==> src/hdl/swsd_pkg.sv <==
// Shared types and defaults for the sliding-window silence detector.
// No dependencies; imported by every module of the block except swsd_ram.
`default_nettype none
package swsd_pkg;

    localparam int WINDOW_MAX_DEF  = 1024;
    localparam int SAMPLE_BITS_DEF = 20;
    localparam int WLEN_BITS       = 11;
    localparam int THR_BITS        = 20;
    localparam int IN_BITS         = 20;
    localparam int POS_BITS        = 32;

    localparam logic REG_WLEN = 1'b0;
    localparam logic REG_THR  = 1'b1;

    typedef enum logic [2:0] {
        ST_IDLE,
        ST_EXP_RD,
        ST_EXP_CHK,
        ST_BACK_RD,
        ST_BACK_CHK,
        ST_PUSH,
        ST_FRONT_RD,
        ST_FINISH
    } swsd_state_t;

    typedef struct packed {
        logic latch;
        logic drop_head;
        logic back_rd;
        logic drop_tail;
        logic push;
        logic finish;
        logic sel;
    } swsd_cmd_t;

    typedef struct packed {
        logic cnt_zero;
        logic expire_hit;
        logic back_hit;
        logic out_busy;
    } swsd_status_t;

endpackage
`default_nettype wire

==> src/hdl/swsd_ctrl.sv <==
// Sequencer for one item: expire, pop back and push on each deque, then judge.
// Depends on swsd_pkg.
`default_nettype none
module swsd_ctrl
    import swsd_pkg::*;
(
    input  wire logic         clk,
    input  wire logic         rst_n,
    input  wire logic         in_valid,
    output logic              in_ready,
    input  wire swsd_status_t status,
    output swsd_cmd_t         cmd,
    output swsd_state_t       state
);
    swsd_state_t state_reg, state_next;
    logic        sel_reg, sel_next;

    always_ff @(posedge clk or negedge rst_n)
    begin
        if (!rst_n)
        begin
            state_reg <= ST_IDLE;
            sel_reg   <= 1'b0;
        end
        else
        begin
            state_reg <= state_next;
            sel_reg   <= sel_next;
        end
    end

    always_comb
    begin
        state_next = state_reg;
        sel_next   = sel_reg;
        cmd        = '0;
        cmd.sel    = sel_reg;
        in_ready   = 1'b0;
        case (state_reg)
            ST_IDLE:
            begin
                in_ready = 1'b1;
                if (in_valid)
                begin
                    cmd.latch  = 1'b1;
                    sel_next   = 1'b0;
                    state_next = ST_EXP_RD;
                end
            end
            ST_EXP_RD:
            begin
                state_next = status.cnt_zero ? ST_BACK_RD : ST_EXP_CHK;
            end
            ST_EXP_CHK:
            begin
                if (status.expire_hit)
                begin
                    cmd.drop_head = 1'b1;
                    state_next    = ST_EXP_RD;
                end
                else
                begin
                    state_next = ST_BACK_RD;
                end
            end
            ST_BACK_RD:
            begin
                cmd.back_rd = 1'b1;
                state_next  = status.cnt_zero ? ST_PUSH : ST_BACK_CHK;
            end
            ST_BACK_CHK:
            begin
                if (status.back_hit)
                begin
                    cmd.drop_tail = 1'b1;
                    state_next    = ST_BACK_RD;
                end
                else
                begin
                    state_next = ST_PUSH;
                end
            end
            ST_PUSH:
            begin
                cmd.push = 1'b1;
                if (!sel_reg)
                begin
                    sel_next   = 1'b1;
                    state_next = ST_EXP_RD;
                end
                else
                begin
                    state_next = ST_FRONT_RD;
                end
            end
            ST_FRONT_RD:
            begin
                state_next = ST_FINISH;
            end
            ST_FINISH:
            begin
                if (!status.out_busy)
                begin
                    cmd.finish = 1'b1;
                    state_next = ST_IDLE;
                end
            end
            default:
            begin
                state_next = ST_IDLE;
            end
        endcase
    end

    assign state = state_reg;
endmodule
`default_nettype wire

==> config.mk <==
export PLATFORM = sky130hd
export DESIGN_NAME = swsd_ctrl
export DESIGN_NICKNAME = d
export VERILOG_FILES = /design/src/hdl/swsd_pkg.sv /design/src/hdl/swsd_ctrl.sv
export SDC_FILE = /design/constraint.sdc
export NUM_CORES = 1
export LEC_CHECK = 0
export CAP_MARGIN = 20
export CORE_AREA = 8 8 45 47
export CTS_BUF_LIST = sky130_fd_sc_hd__clkbuf_4 sky130_fd_sc_hd__clkbuf_8
export DETAILED_ROUTE_END_ITERATION = 7
export DIE_AREA = 0 0 53 55
export DONT_BUFFER_PORTS = 1
export GPL_TIMING_DRIVEN = 0
export PLACE_DENSITY = 0.5
export REMOVE_ABC_BUFFERS = 1
export SLEW_MARGIN = 25
export SYNTH_ARGS = -nofsm -noshare
export SYNTH_HDL_FRONTEND = slang
export SYNTH_SLANG_ARGS = --single-unit
==> constraint.sdc <==
create_clock -name clk -period 1.1 [get_ports clk]
set_clock_uncertainty 0.2 [all_clocks]
set_input_delay 0.22 -clock clk [delete_from_list [all_inputs] [get_ports clk]]
set_output_delay 0.22 -clock clk [all_outputs]
set_load 0.005 [all_outputs]
==> results of run 1 <==
## stage by stage
step | instance area, um2 | total power, mW
after detailed placement | 298 | 0.870
final | 408 | 1.28
after CTS | 398 | 1.26
after floorplan | 278 | 0.734
after global routing | 408 | 1.39
after global placement | 298 | 0.856
## area by class of cell
class	count	area, um2
inverter	3	11.3
multi-input combinational	27	199
fill	152	976
sequential	4	105
timing repair buffer	7	50.0
clock buffer	3	22.5
tap	16	20.0
## worst register-to-register path: cells and delay by family, from the launching register on
family / cells / cell delay, ns
buffers and inverters: 2 / 0.33
flip-flops: 1 / 0.46
AO/OA/AOI/OAI: 2 / 0.31
## routing by layer
metal	share of wire	wire length [um]
met1	0.40	407
met2	0.40	404
met3	0.15	152
met4	0.048	49
met5	0	0
## worst min path at each step
stage          startpoint       end  slack, ns  depth (start not counted)
2_1_floorplan       rst_n   sel_reg      -0.28                          0
3_3_place_gp        rst_n  state[2]      -0.28                          0
3_5_place_dp        rst_n   sel_reg      -0.28                          0
4_1_cts         status[0]  state[1]      0.004                          2
5_1_grt         status[0]  state[1]       0.01                          2
6_report        status[0]  state[1]      0.007                          2
## synthesized netlist by cell type
cell type	count
a211oi_2	1
a21boi_1	1
a21oi_1	2
and2_1	1
buf_2	1
buf_4	4
dfrtp_1	4
inv_1	2
inv_2	1
nand2_1	4
nand2b_1	2
nand3b_1	1
nor2_1	4
nor3_1	4
nor4b_1	1
o21ai_0	1
o21ai_1	1
o22ai_1	1
o2bb2ai_1	1
o311a_1	1
o32ai_2	1
## cell usage in the layout (no fill, tap or decap), types with 2 or more instances in the layout
master and instances:
dlygate4sd3_1 2, buf_2 3, a21oi_1 2, nand2_1 4, nor2_1 3, dfrtp_2 4, inv_1 2, nor3_2 2
clkbuf_4 3, buf_4 2, nand2b_1 2
## power breakdown
group          total, mW  switching (mW)  internal (mW)  leakage, nW
clock network      0.181          0.0593          0.122       0.0138
logic              0.650           0.341          0.309        0.106
registers          0.445           0.211          0.234       0.0411
total               1.28           0.611          0.666        0.161
## cells by family (layout without fill, tap and decap cells)
kind of cell	after synthesis	in the layout	share of synthesized area
AOI/OAI and AO/OA	10	10	0.260
and+or+nand+nor	17	17	0.272
buffers and inverters	8	13	0.148
DFF	4	4	0.320
## repair_timing
item                                    CTS  global route
endpoints found under the setup margin   15            15
hold endpoints to repair                  5             0
buffers inserted                          5             0
hold buffers                              2             0
gates resized for setup                  13             4
==> key figures, run 1 <==
Drt
  – DR iter-0 viols: 11
  – Wire per inst: 16.9 um
  – ANT nets after route: 0
  – DR DRC count: 0
  – WL final: 1010 um
  – Via count: 310
  – Via density per instance: 5.17
  – Pre-antenna DRT Iters: 4

Layout
  – P&R area growth vs syn: 30.4%
  – Max FFs per register: 3
  – Share of layout cells above drive strength 1: 0.477
  – Fin util: 0.295
  – Antenna Cells: 0
  – Final net count: 53
  – Fin cells: 60

Critical path
  – CP required: 0.68 ns
  – Crit path launch: state[1]
  – WP data arrival: 1.12 ns
  – CP Launch Type: register
  – Stages on the worst setup path: 2
  – Worst-path cell chain: nor3_4, and2_4
  – CP endpoint: cmd[6]
  – Buffers & Inverters on Critical Path: 0
  – Slowest cell on crit path: dfrtp_2
  – CP max FO: 7
  – Critical path class: register to output pin
  – Worst Setup End Kind: output pin
  – Worst R2R Start: state[0]
  – Top cell family by delay on the critical path: flip-flops
  – R2R Setup Slk: -0.30 ns
  – Reg2Reg Depth: 4
  – CP max stage delay: 0.47 ns
  – R2r endpoint: state[1]

Floorplanning
  – # IOs: 18
  – CORE AREA: 1380 um2
  – Die ar.: 2920 um2
  – Die Y: 55 um
  – Die width: 53 um
  – Starting Density: 0.226
  – Rows: 14

Placement
  – Cells after DPL: 50
  – DP Wirelength: 621 um
  – RD Place Congestion: 0.724
  – PortBufs: 0
  – Post-place setup slack: -0.514 ns

Yosys
  – Top area cells in the synthesized netlist: dfrtp_1 32%, buf_4 9.6%, nor3_1 6.4%
  – Synth area leader: dfrtp_1
  – Post-Syn Instances: 39
  – Synth top area share: 0.320
  – Warnings, synthesis: 0
  – Syn Area/Cell: 8.02 um2
  – Sequential fraction of the synthesis area: 0.320
  – Netlist cell types: 21
  – Syn Std Cell Area: 313 um2
  – FF+latch count, synth: 4

GRT
  – Wire length of the first global-routing pass: 1590 um
  – Total global routing overflow: 0
  – Initial antenna violation count: 0
  – Number of global-route vias before repair: 324
  – Met1 Use GR: 0.0860
  – GRT Total Usage: 0.0784
  – Largest net degree at the start of global routing: 11
  – Most used routing layer: met2
  – Met2 Use GR: 0.109
  – Global-route met3 utilization: 0.0267

CTS
  – H-Tree Depth: 1
  – Clock Tree Root: clkbuf_4
  – # clock sinks: 4
  – CTS tree: built
  – Longest Clk Path Bufs: 2
  – Clock latency on the worst-skew pair: 0.23 ns
  – CTS buffer count: 3
  – CTS clk-pin slew, worst paths: 0.04 ns

Worst hold path
  – Min-delay worst type: input port to register

Pwr
  – Pleak: 0.161 nW
  – Power per cell area: 3130 nW/um2
  – VDD IR-drop max: 0.722 mV

STA
  – RSZ-0062 raised after global routing: true
  – Setup WS post-layout: -0.444 ns
  – Final Hold Viols: 0
  – Tcrit/Tclk final: 1.40
  – Tmin final: 1.54 ns
  – Relative slew slack: 0.825
  – Setup_tns: -3.56 ns
  – F_max: 0.648 GHz
  – Setup Viol. Count Final: 14
  – Hold WS: 0.00700 ns
  – Max Slew Vio Count: 0
  – Slew of the pin with the lowest slew margin: 0.262 ns

Status
  – Failing checks: setup timing
  – Status: finished with violations

Flow run
  – Max cap viols: 0
No activity file was read; power rests on OpenSTA's default activity.
==> inputs of run 2 (changes only) <==
- CORE_AREA: 8 8 45 47 -> 2 2 39 41
- DIE_AREA: 0 0 53 55 -> 0 0 41 43
==> key figures, run 2 (synthesis gave the netlist of run 1 again) <==
Status
  – Status: finished with violations
  – Failing checks: setup timing

STA
  – RSZ-0062 raised after global routing: true
  – Relative slew slack: 0.836
  – Setup WS post-layout: -0.442 ns
  – Slew of the pin with the lowest slew margin: 0.245 ns
  – Setup_tns: -3.58 ns
  – F_max: 0.649 GHz
  – Tcrit/Tclk final: 1.40
  – Setup Viol. Count Final: 14
  – Tmin final: 1.54 ns
  – Max Slew Vio Count: 0
  – Final Hold Viols: 0

Placement
  – RD Place Congestion: 0.674
  – Post-place setup slack: -0.480 ns
  – PortBufs: 0
  – DP Wirelength: 534 um

Critical path
  – CP Launch Type: register
  – CP max stage delay: 0.47 ns
  – WP data arrival: 1.12 ns
  – Top cell family by delay on the critical path: flip-flops
  – Crit path launch: state[2]
  – Worst Setup End Kind: output pin
  – R2r endpoint: state[1]
  – Critical path class: register to output pin
  – Stages on the worst setup path: 2
  – R2R Setup Slk: -0.32 ns
  – Slowest cell on crit path: dfrtp_2
  – CP max FO: 7
  – Buffers & Inverters on Critical Path: 0
  – Reg2Reg Depth: 4
  – Worst-path cell chain: nor3_4, and2_4
  – CP required: 0.68 ns
  – Worst R2R Start: state[0]

Floorplanning
  – Die width: 41 um
  – # IOs: 18
  – Die ar.: 1760 um2
  – Die Y: 43 um
  – CORE AREA: 1380 um2
  – Starting Density: 0.226
  – Rows: 14

Layout
  – Share of layout cells above drive strength 1: 0.511
  – Fill cells: 153
  – Final net count: 54
  – Fin util: 0.308
  – Max FFs per register: 3
  – Most frequent cells in the layout: 4 x nand2_1, 4 x dfrtp_2, 3 x nor2_1, 3 x clkbuf_4, 3 x buf_2
  – Antenna Cells: 0
  – Footprint of the multi-input gates: 203 um2
  – Sequential Area: 105 um2
  – P&R area growth vs syn: 36.4%

Pwr
  – Pleak: 0.170 nW
  – Power per cell area: 3160 nW/um2
  – VDD IR-drop max: 0.842 mV
  – Final Power: 1.35 mW

GRT
  – Initial antenna violation count: 0
  – Wire length of the first global-routing pass: 1380 um
  – GRT Total Usage: 0.125
  – Largest net degree at the start of global routing: 8
  – Total global routing overflow: 0
  – Number of global-route vias before repair: 317

Drt
  – DR DRC count: 0
  – ANT nets after route: 0
  – Via density per instance: 5.08
  – Pre-antenna DRT Iters: 3
  – WL final: 968 um
  – DR iter-0 viols: 7
  – Via count: 310
  – Wire per inst: 15.9 um

Worst hold path
  – Hold path depth: 2
  – Worst Hold Endpoint: state[1]
  – Min-delay worst type: input port to register
  – Worst Hold Launch: status[0]

CTS
  – CTS clk-pin slew, worst paths: 0.04 ns
  – CTS buffer count: 3
  – # clock sinks: 4
  – Longest Clk Path Bufs: 2
  – H-Tree Depth: 1
  – Clock Tree Root: clkbuf_4
  – CTS tree: built
  – Clock latency on the worst-skew pair: 0.24 ns

Flow run
  – Max cap viols: 0
==> run 2: worst max-delay path by stage <==
stage,slack [ns],end
detailed placement,-0.48,sel_reg
global placement,-0.46,sel_reg
floorplan,-0.28,cmd[6]
finish,-0.44,cmd[6]
CTS,-0.46,cmd[6]
global route,-0.52,cmd[6]
==> run 2: report_power, final <==
| group | switching [mW] | internal, mW | leakage, nW |
|---|---|---|---|
| Combinational | 0.370 | 0.357 | 0.115 |
| Clock | 0.0635 | 0.122 | 0.0138 |
| Sequential | 0.203 | 0.234 | 0.0411 |
==> run 2: what timing repair did <==
action | in CTS | in global routing
pin swaps | 2 | 0
endpoints found under the hold margin | 5 | 0
endpoints found under the setup margin | 14 | 15
hold buffers | 2 | 0
gates resized for setup | 20 | 1
setup buffers | 6 | 0
==> run 2: area by class of cell <==
| cell class | count | area share |
|---|---|---|
| well taps | 16 | 0.0469 |
| multi-input cells | 27 | 0.475 |
| repair buffers | 8 | 0.152 |
| clock buffers | 3 | 0.0528 |
| inverters | 3 | 0.0264 |
| flip-flops and latches | 4 | 0.246 |
==> run 2: metal layers <==
layer  up-vias  routed length (um)  global-route usage
met5         -                   0                   0
met4         0                   4              0.0600
met3         2                 108              0.0838
met2        18                 427               0.178
met1       144                 428               0.136
li1        146                   -                   -
==> run 2: worst register-to-register path, cell delays in order, from the launching register on <==
cell and delay [ns]:
dfrtp_2 0.47, buf_2 0.17, buf_2 0.16, a21oi_1 0.06, o32ai_2 0.26
==> run 2: per-stage QoR <==
stage | hold slack (ns) | std cells | cell area [um2]
2_1_floorplan | -0.276 | 34 | 278
3_3_place_gp | -0.276 | 50 | 298
3_5_place_dp | -0.276 | 50 | 298
4_1_cts | 0.00914 | 61 | 422
5_1_grt | 0.0175 | 61 | 427
6_report | 0.00745 | 61 | 427
